File: config.mk
export PLATFORM = sky130hd
export DESIGN_NAME = indexed_linked_list_engine_core
export DESIGN_NICKNAME = d
export VERILOG_FILES = /design/src/hdl/ille_pkg.sv /design/src/hdl/ille_ram.sv /design/src/hdl/indexed_linked_list_engine_core.sv
export SDC_FILE = /design/constraint.sdc
export NUM_CORES = 2
export LEC_CHECK = 0
export ABC_AREA = 1
export BUFFER_PORTS_ARGS = -buffer_cell sky130_fd_sc_hd__buf_2
export CORE_MARGIN = 1.5
export CORE_UTILIZATION = 35
export DETAILED_ROUTE_END_ITERATION = 6
export HOLD_SLACK_MARGIN = 0.02
export SLEW_MARGIN = 20
export SYNTH_ARGS = -nofsm -noshare
export SYNTH_HDL_FRONTEND = slang
export SYNTH_SLANG_ARGS = --single-unit
export TNS_END_PERCENT = 1
File: constraint.sdc
create_clock -name i_clk -period 13.4 [get_ports i_clk]
set_input_delay 2.68 -clock i_clk [delete_from_list [all_inputs] [get_ports i_clk]]
set_output_delay 2.68 -clock i_clk [all_outputs]
set_load 0.01 [all_outputs]
File: src/hdl/ille_pkg.sv
package ille_pkg;

    // Default list capacity, sentinel included
    localparam int SLOTS_DEF = 64;

    // Fixed field widths
    localparam int VALUE_W  = 32;
    localparam int POS_W    = 6;
    localparam int STATUS_W = 2;
    localparam int OUT_SLOT_W = 6;

    // Operation codes
    localparam logic ACT_PUSH = 1'b0;
    localparam logic ACT_POP  = 1'b1;

    // Result status codes
    localparam logic [STATUS_W-1:0] ST_OK      = 2'd0;
    localparam logic [STATUS_W-1:0] ST_NO_ROOM = 2'd1;
    localparam logic [STATUS_W-1:0] ST_BAD_POS = 2'd2;

    // Sequencer states
    typedef enum logic [2:0] {
        S_INIT,
        S_IDLE,
        S_CHECK,
        S_FRESH,
        S_WALK,
        S_LINK_A,
        S_LINK_B,
        S_DONE
    } t_state;

endpackage

File: src/hdl/ille_ram.sv
module ille_ram #(
    parameter int WIDTH = 32,
    parameter int DEPTH = 64
) (
    input  logic                     i_clk,
    input  logic                     i_we,
    input  logic [$clog2(DEPTH)-1:0] i_waddr,
    input  logic [WIDTH-1:0]         i_wdata,
    input  logic [$clog2(DEPTH)-1:0] i_raddr,
    output logic [WIDTH-1:0]         o_rdata
);

    logic [WIDTH-1:0] r_mem [DEPTH];
    logic [WIDTH-1:0] r_rdata;

    // One write port, one registered read port
    always_ff @(posedge i_clk) begin
        if (i_we) begin
            r_mem[i_waddr] <= i_wdata;
        end
        r_rdata <= r_mem[i_raddr];
    end

    assign o_rdata = r_rdata;

endmodule

File: src/hdl/indexed_linked_list_engine_core.sv
// Doubly linked list engine over slot memories (value, next, previous), slot 0 being the
// sentinel and unused slots chained into a free list. One transaction at a time: a push
// passes through the check, the free-chain pop, the walk, the link writes and done; a pop
// skips the free-chain pop, and a rejected operation goes from the check straight to done.
// The walk follows one link per cycle through the registered read port of the next-link
// memory. After reset the block runs an initialization pass over all SLOTS slots that
// builds the free chain, with ready low. A finished result sits in an output register, so
// the next transaction can be taken while it waits.
module indexed_linked_list_engine_core #(
    parameter int SLOTS = ille_pkg::SLOTS_DEF
) (
    input  logic                           i_clk,
    input  logic                           i_rst_n,
    // request channel
    input  logic                           i_valid,
    output logic                           o_ready,
    input  logic                           i_action,
    input  logic signed [31:0]             i_value,
    input  logic [ille_pkg::POS_W-1:0]     i_position,
    // result channel
    output logic                           o_valid,
    input  logic                           i_ready,
    output logic [ille_pkg::STATUS_W-1:0]  o_status,
    output logic signed [31:0]             o_removed_value,
    output logic [ille_pkg::OUT_SLOT_W-1:0] o_slot_used,
    output logic [ille_pkg::OUT_SLOT_W-1:0] o_item_count
);

    localparam int SW   = $clog2(SLOTS);
    localparam int CW   = $clog2(SLOTS + 1);
    localparam int CMPW = (CW > ille_pkg::POS_W) ? CW : ille_pkg::POS_W;
    localparam logic [SW:0] SLOTS_W = (SW + 1)'(SLOTS);
    localparam logic [SW-1:0] LAST_SLOT = SW'(SLOTS - 1);

    // Out-of-range link reads as the sentinel
    function automatic logic [SW-1:0] clamp_slot(input logic [SW-1:0] s);
        clamp_slot = ({1'b0, s} < SLOTS_W) ? s : '0;
    endfunction

    ille_pkg::t_state r_state, n_state;

    logic                          r_action, n_action;
    logic [31:0]                   r_value, n_value;
    logic [ille_pkg::POS_W-1:0]    r_cnt, n_cnt;
    logic [SW-1:0]                 r_at, n_at;
    logic [SW-1:0]                 r_fresh, n_fresh;
    logic [SW-1:0]                 r_after, n_after;
    logic [SW-1:0]                 r_before, n_before;
    logic [31:0]                   r_removed, n_removed;
    logic [SW-1:0]                 r_free_head, n_free_head;
    logic [CW-1:0]                 r_node_count, n_node_count;
    logic [ille_pkg::STATUS_W-1:0] r_status, n_status;
    logic [SW-1:0]                 r_slot, n_slot;

    logic                            r_out_valid, n_out_valid;
    logic [ille_pkg::STATUS_W-1:0]   r_o_status, n_o_status;
    logic [31:0]                     r_o_removed, n_o_removed;
    logic [ille_pkg::OUT_SLOT_W-1:0] r_o_slot, n_o_slot;
    logic [ille_pkg::OUT_SLOT_W-1:0] r_o_count, n_o_count;

    // Memory ports
    logic [SW-1:0] rd_addr;
    logic          nxt_we, prv_we, val_we;
    logic [SW-1:0] nxt_waddr, nxt_wdata, prv_waddr, prv_wdata, val_waddr;
    logic [SW-1:0] nxt_rd, prv_rd;
    logic [31:0]   val_rd;

    ille_ram #(.WIDTH(SW), .DEPTH(SLOTS)) u_next_ram (
        .i_clk   (i_clk),
        .i_we    (nxt_we),
        .i_waddr (nxt_waddr),
        .i_wdata (nxt_wdata),
        .i_raddr (rd_addr),
        .o_rdata (nxt_rd)
    );

    ille_ram #(.WIDTH(SW), .DEPTH(SLOTS)) u_prev_ram (
        .i_clk   (i_clk),
        .i_we    (prv_we),
        .i_waddr (prv_waddr),
        .i_wdata (prv_wdata),
        .i_raddr (rd_addr),
        .o_rdata (prv_rd)
    );

    ille_ram #(.WIDTH(32), .DEPTH(SLOTS)) u_value_ram (
        .i_clk   (i_clk),
        .i_we    (val_we),
        .i_waddr (val_waddr),
        .i_wdata (r_value),
        .i_raddr (rd_addr),
        .o_rdata (val_rd)
    );

    // Sequencer registers
    always_ff @(posedge i_clk) begin
        if (!i_rst_n) begin
            r_state      <= ille_pkg::S_INIT;
            r_at         <= '0;
            r_free_head  <= SW'(1);
            r_node_count <= CW'(1);
            r_out_valid  <= 1'b0;
        end else begin
            r_state      <= n_state;
            r_at         <= n_at;
            r_free_head  <= n_free_head;
            r_node_count <= n_node_count;
            r_out_valid  <= n_out_valid;
        end
    end

    // Payload registers
    always_ff @(posedge i_clk) begin
        r_action    <= n_action;
        r_value     <= n_value;
        r_cnt       <= n_cnt;
        r_fresh     <= n_fresh;
        r_after     <= n_after;
        r_before    <= n_before;
        r_removed   <= n_removed;
        r_status    <= n_status;
        r_slot      <= n_slot;
        r_o_status  <= n_o_status;
        r_o_removed <= n_o_removed;
        r_o_slot    <= n_o_slot;
        r_o_count   <= n_o_count;
    end

    // Next state, memory control and result staging
    always_comb begin
        logic push_full;
        logic pos_over;

        n_state      = r_state;
        n_action     = r_action;
        n_value      = r_value;
        n_cnt        = r_cnt;
        n_at         = r_at;
        n_fresh      = r_fresh;
        n_after      = r_after;
        n_before     = r_before;
        n_removed    = r_removed;
        n_free_head  = r_free_head;
        n_node_count = r_node_count;
        n_status     = r_status;
        n_slot       = r_slot;
        n_out_valid  = r_out_valid && !i_ready;
        n_o_status   = r_o_status;
        n_o_removed  = r_o_removed;
        n_o_slot     = r_o_slot;
        n_o_count    = r_o_count;

        rd_addr   = '0;
        nxt_we    = 1'b0;
        nxt_waddr = '0;
        nxt_wdata = '0;
        prv_we    = 1'b0;
        prv_waddr = '0;
        prv_wdata = '0;
        val_we    = 1'b0;
        val_waddr = r_free_head;

        push_full = ((SW + 1)'(r_node_count) >= SLOTS_W) || (r_free_head == '0)
                    || ({1'b0, r_free_head} >= SLOTS_W);
        pos_over  = CMPW'(r_cnt) >= CMPW'(r_node_count);

        unique case (r_state)
            // Build the free chain: slot i links to i+1, sentinel and last to 0
            ille_pkg::S_INIT: begin
                nxt_we    = 1'b1;
                nxt_waddr = r_at;
                nxt_wdata = ((r_at == '0) || (r_at == LAST_SLOT)) ? '0 : SW'(r_at + 1'b1);
                n_at      = SW'(r_at + 1'b1);
                if (r_at == LAST_SLOT) begin
                    n_at    = '0;
                    n_state = ille_pkg::S_IDLE;
                end
            end

            ille_pkg::S_IDLE: begin
                if (i_valid) begin
                    n_action = i_action;
                    n_value  = i_value;
                    n_cnt    = i_position;
                    n_at     = '0;
                    n_state  = ille_pkg::S_CHECK;
                end
            end

            // Range checks; a good push stores its value and fetches the free link
            ille_pkg::S_CHECK: begin
                n_removed = '0;
                n_slot    = '0;
                n_status  = ille_pkg::ST_OK;
                if (r_action == ille_pkg::ACT_PUSH) begin
                    rd_addr = r_free_head;
                    if (push_full) begin
                        n_status = ille_pkg::ST_NO_ROOM;
                        n_state  = ille_pkg::S_DONE;
                    end else if (pos_over) begin
                        n_status = ille_pkg::ST_BAD_POS;
                        n_state  = ille_pkg::S_DONE;
                    end else begin
                        val_we  = 1'b1;
                        n_fresh = r_free_head;
                        n_state = ille_pkg::S_FRESH;
                    end
                end else begin
                    rd_addr = '0;
                    if ((r_cnt == '0) || pos_over) begin
                        n_status = ille_pkg::ST_BAD_POS;
                        n_state  = ille_pkg::S_DONE;
                    end else begin
                        n_state = ille_pkg::S_WALK;
                    end
                end
            end

            // Pop the free chain, then start the walk at the sentinel
            ille_pkg::S_FRESH: begin
                n_free_head = clamp_slot(nxt_rd);
                rd_addr     = '0;
                n_state     = ille_pkg::S_WALK;
            end

            // One link per cycle; read data belongs to r_at
            ille_pkg::S_WALK: begin
                if (r_cnt == '0) begin
                    n_after  = clamp_slot(nxt_rd);
                    n_before = clamp_slot(prv_rd);
                    if (r_action == ille_pkg::ACT_POP) begin
                        n_removed = val_rd;
                    end
                    n_state = ille_pkg::S_LINK_A;
                end else begin
                    rd_addr = clamp_slot(nxt_rd);
                    n_at    = clamp_slot(nxt_rd);
                    n_cnt   = r_cnt - 1'b1;
                end
            end

            // First link pair
            ille_pkg::S_LINK_A: begin
                nxt_we    = 1'b1;
                prv_we    = 1'b1;
                prv_waddr = r_after;
                if (r_action == ille_pkg::ACT_PUSH) begin
                    nxt_waddr = r_fresh;
                    nxt_wdata = r_after;
                    prv_wdata = r_fresh;
                end else begin
                    nxt_waddr = r_before;
                    nxt_wdata = r_after;
                    prv_wdata = r_before;
                end
                n_state = ille_pkg::S_LINK_B;
            end

            // Second link pair and bookkeeping
            ille_pkg::S_LINK_B: begin
                nxt_we    = 1'b1;
                nxt_waddr = r_at;
                if (r_action == ille_pkg::ACT_PUSH) begin
                    nxt_wdata    = r_fresh;
                    prv_we       = 1'b1;
                    prv_waddr    = r_fresh;
                    prv_wdata    = r_at;
                    n_node_count = r_node_count + 1'b1;
                    n_slot       = r_fresh;
                end else begin
                    nxt_wdata    = r_free_head;
                    n_free_head  = r_at;
                    n_node_count = r_node_count - 1'b1;
                    n_slot       = r_at;
                end
                n_state = ille_pkg::S_DONE;
            end

            // Hand the result to the output register once it is free
            ille_pkg::S_DONE: begin
                if (!r_out_valid || i_ready) begin
                    n_out_valid = 1'b1;
                    n_o_status  = r_status;
                    n_o_removed = r_removed;
                    n_o_slot    = ille_pkg::OUT_SLOT_W'(r_slot);
                    n_o_count   = ille_pkg::OUT_SLOT_W'(r_node_count - 1'b1);
                    n_state     = ille_pkg::S_IDLE;
                end
            end

            default: begin
                n_state = ille_pkg::S_IDLE;
            end
        endcase
    end

    assign o_ready         = (r_state == ille_pkg::S_IDLE);
    assign o_valid         = r_out_valid;
    assign o_status        = r_o_status;
    assign o_removed_value = r_o_removed;
    assign o_slot_used     = r_o_slot;
    assign o_item_count    = r_o_count;

endmodule

==> results.md <==
* Post-synth EDFFs at 2,959
* Arrival @ worst endpoint at 7.13 ns
* Ys async rst share at 0%
* Total negative slack at 0 ns
* Sequential power share at 43.7%
* Grt met2 use at 30.89%
* Worst setup EP type: flop
* Mux contribution to synthesized area at 0%
* Number of distinct library cells after synthesis at 43
* Synth warnings at 0
* Remaining DRCs at 2
* Die footprint at 375,900 um2
* Commonest non-fill, non-tap cell in the layout: nand3_1
* Clk root buf: clkbuf_16
* Initial cell density of the core at 35.24%
* Htree depth at 5
* Largest net degree at the start of global routing at 193
* Worst Path Required at 14.14 ns
* RSZ-0062 raised after global routing: no
* CTS buffer count at 318
* Final setup fails at 0
* LEAKAGE at 54.60 nW
* # Post-CTS Setup Buffers at 0
* GRT Resource Usage Total at 19.87%
* Met3 Usage GRT at 3.154%
* Main combinational cell family by area after synthesis: simple AND/OR/NAND/NOR gates
* Register area at 90,200 um2
* Layout fillers at 34,860
* Die X at 613.1 um
* Simple-Gate Fraction of Synth Area at 22.93%
* Chip height at 613.1 um
* Compound-gate portion of the synthesized area at 0.5234%
* Post-synth top area cell: edfxtp_1
* Fmax at 156.5 MHz
* Routed wire length at 383,100 um
* Synth top area share at 68.20%
* Initial DRT Pass Iterations at 7
* Vias at 87,510
* Count of maximum capacitance violations at 0
* Sw frac at 32.32%
* CTS Hold Buffers Added at 0
* Met1 usage at 28.01%
* Worst-margin pin slew at 1.311 ns
* Vias in the first global route at 83,210
* Synth Area in Adders at 0.1152%
* Max Buffers Root-to-Sink at 4
* Clock power share at 33.8%
* XOR/XNOR share of the synthesized area at 0.1008%
* Per-cell routed wire length at 22.90 um
* Most frequent cells in the layout: nand3_1, edfxtp_1, nand2_1
* Pins over their slew limit at 0
* Worst Hold Class: reg -> reg
* Post-synthesis sequential area ratio at 69.23%
* Nets at 11,590
* Synth Register Bits at 3,026
* Setup ws final at 7.011 ns
* Initial antenna violation count at 24
* Final HPWL DP at 198,500 um
* Syn Inst Count at 11,640
* Top cells by area, synth: edfxtp_1, nand3_1, nand2_1
* ANT nets after route at 0
* Switching power at 8.324 mW
* Cts repair resizes at 0
* GRT overflow at 0
* GRT busiest layer: met2
* DR vias/cell at 5.230
* P&R area growth vs syn at 12.16%
* I/O pin count at 91
* Core Footprint at 369,700 um2
* First-pass GRT wire length at 560,100 um
* Initial DRC count at 10,860
* Max Clock Skew at 0.06003 ns
* Status: complete, but fails checks
* Internal at 17.43 mW
* Num rows at 223
* Comb pwr share at 22.5%
* Post-synth top flop: edfxtp_1
* Placed cell area at 136,100 um2
* Clock sink count at 3,026
* Port bufs at 90
* CTS tree: done
* Synthesized area at 130,300 um2
* Max Fanout on Critical Path at 108
* Clock Pin Slew Worst Setup and Hold Paths at 0.06 ns
* Worst-Skew Late Latency at 0.90 ns
* Fin. Hold Viols at 0
* Crit path launch type: flop
* Power per cell area at 176.2 nW/um2
* Period utilisation layout at 47.68%
* Pre-CTS setup slack at 7.136 ns
* Synth Area per Inst at 11.19 um2
* Crit path time final at 6.389 ns
* Gpl congestion at 0.8513
* Reg2reg setup slack at 7.01 ns
* Post-route cell area at 146,100 um2
* Failing checks: design-rule violations
* VDD IR max at 0.1882 mV
* Slew margin rel. at 12.62%
* Setup CP Type: reg -> reg
* Multi-input logic area at 31,670 um2
* Share of layout cells above drive strength 1 at 7.251%
==> per-stage QoR <==
stage | hold WS (ns) | power [mW] | util (%) | instances
final | 0.4162 | 25.75 | 39.53 | 16730
after global routing | 0.4212 | 26.66 | 39.53 | 16730
after CTS | 0.4120 | 25.77 | 39.52 | 16730
after detailed placement | 0.3887 | 17.16 | 36.80 | 16160
after global placement | 0.3869 | 17.12 | 36.80 | 16160
after floorplan | 0.3855 | 14.90 | - | 11670
==> path summary, 6_finish.rpt <==
path | depth (start not counted) | endpoint | start
worst max-delay path | 14 | u_value_ram.o_rdata[22]$_DFF_P_ | r_cnt[0]$_DFFE_PP_
worst min-delay path | 0 | o_removed_value[11]$_DFFE_PP_ | r_removed[11]$_SDFFCE_PP0P_
worst max register to register | 14 | u_value_ram.o_rdata[22]$_DFF_P_ | r_cnt[0]$_DFFE_PP_
worst min register to register | 0 | o_removed_value[11]$_DFFE_PP_ | r_removed[11]$_SDFFCE_PP0P_
==> power groups by stage <==
stage	Combinational (mW)	Sequential, mW	Clock [mW]
2_1_floorplan	3.45	11.5	0
4_1_cts	5.73	11.2	8.80
3_3_place_gp	5.67	11.5	0
5_1_grt	6.26	11.3	9.15
3_5_place_dp	5.71	11.4	0
6_report	5.79	11.3	8.71
==> metal layers <==
metal  vias to the layer above  routed length, um
met5                         -                 97
met4                         8              13930
met3                       637              34970
met2                      4002             171600
met1                     43040             162500
li1                      39830                  -
==> registers in the layout, summed over array words and instances (netlist names), 7 cells and up <==
name and cells:
o_removed_value 32, r_node_count 7, r_removed 32, r_value 32, u_next_ram.r_mem 384, u_prev_ram.r_mem 384
u_value_ram.o_rdata 32, u_value_ram.r_mem 2048
==> cell usage after synthesis (2+ instances only) <==
master and n:
buf_4 15, o22ai_1 8, nor3_1 5, nand4_1 5, o221ai_1 6, clkbuf_1 200
buf_2 485, nand3_1 3155, a21boi_0 3, xor2_1 11, dfxtp_1 67, inv_2 11
a211oi_1 5, o21ai_0 51, a21boi_1 2, buf_1 65, edfxtp_1 2959, inv_1 1512
clkinv_1 2, a31oi_1 5, nor2_1 269, o21ai_2 2, a21oi_1 19, xnor2_1 4
nand3b_1 704, nand2_1 2037, nand2_4 2, nor2_2 5, ha_1 12
==> final cells by class <==
cell class	count	share of cell area (%)
flip-flops and latches	3026	61.72
multi-input cells	6355	21.67
clock buffers	416	5.976
well taps	4950	4.238
inverters	1525	3.932
repair buffers	306	1.551
clock inverters	149	0.9007
diodes	6	0.01027
==> cells by family after synthesis <==
group,Yosys count
and+or+nand+nor,6186
DFF,3026
AOI/OAI and AO/OA,110
adders and majority gates,12
buffers and inverters,2290
other,1
xor gates and xnor gates,15
==> critical path, stage by stage (launching register included) <==
cell and delay, ns:
edfxtp_1 0.38, inv_1 0.11, ha_1 0.22, nand3_1 0.62
nand2_8 0.82, buf_4 0.90, buf_4 0.76, buf_4 0.75
nand3b_1 0.15, nand3_1 0.12, nand3_1 0.09, nand3_1 0.21
nand3_1 0.25, nand3_1 0.42, nand2_1 0.11
Power figures use the tool's default switching activity.
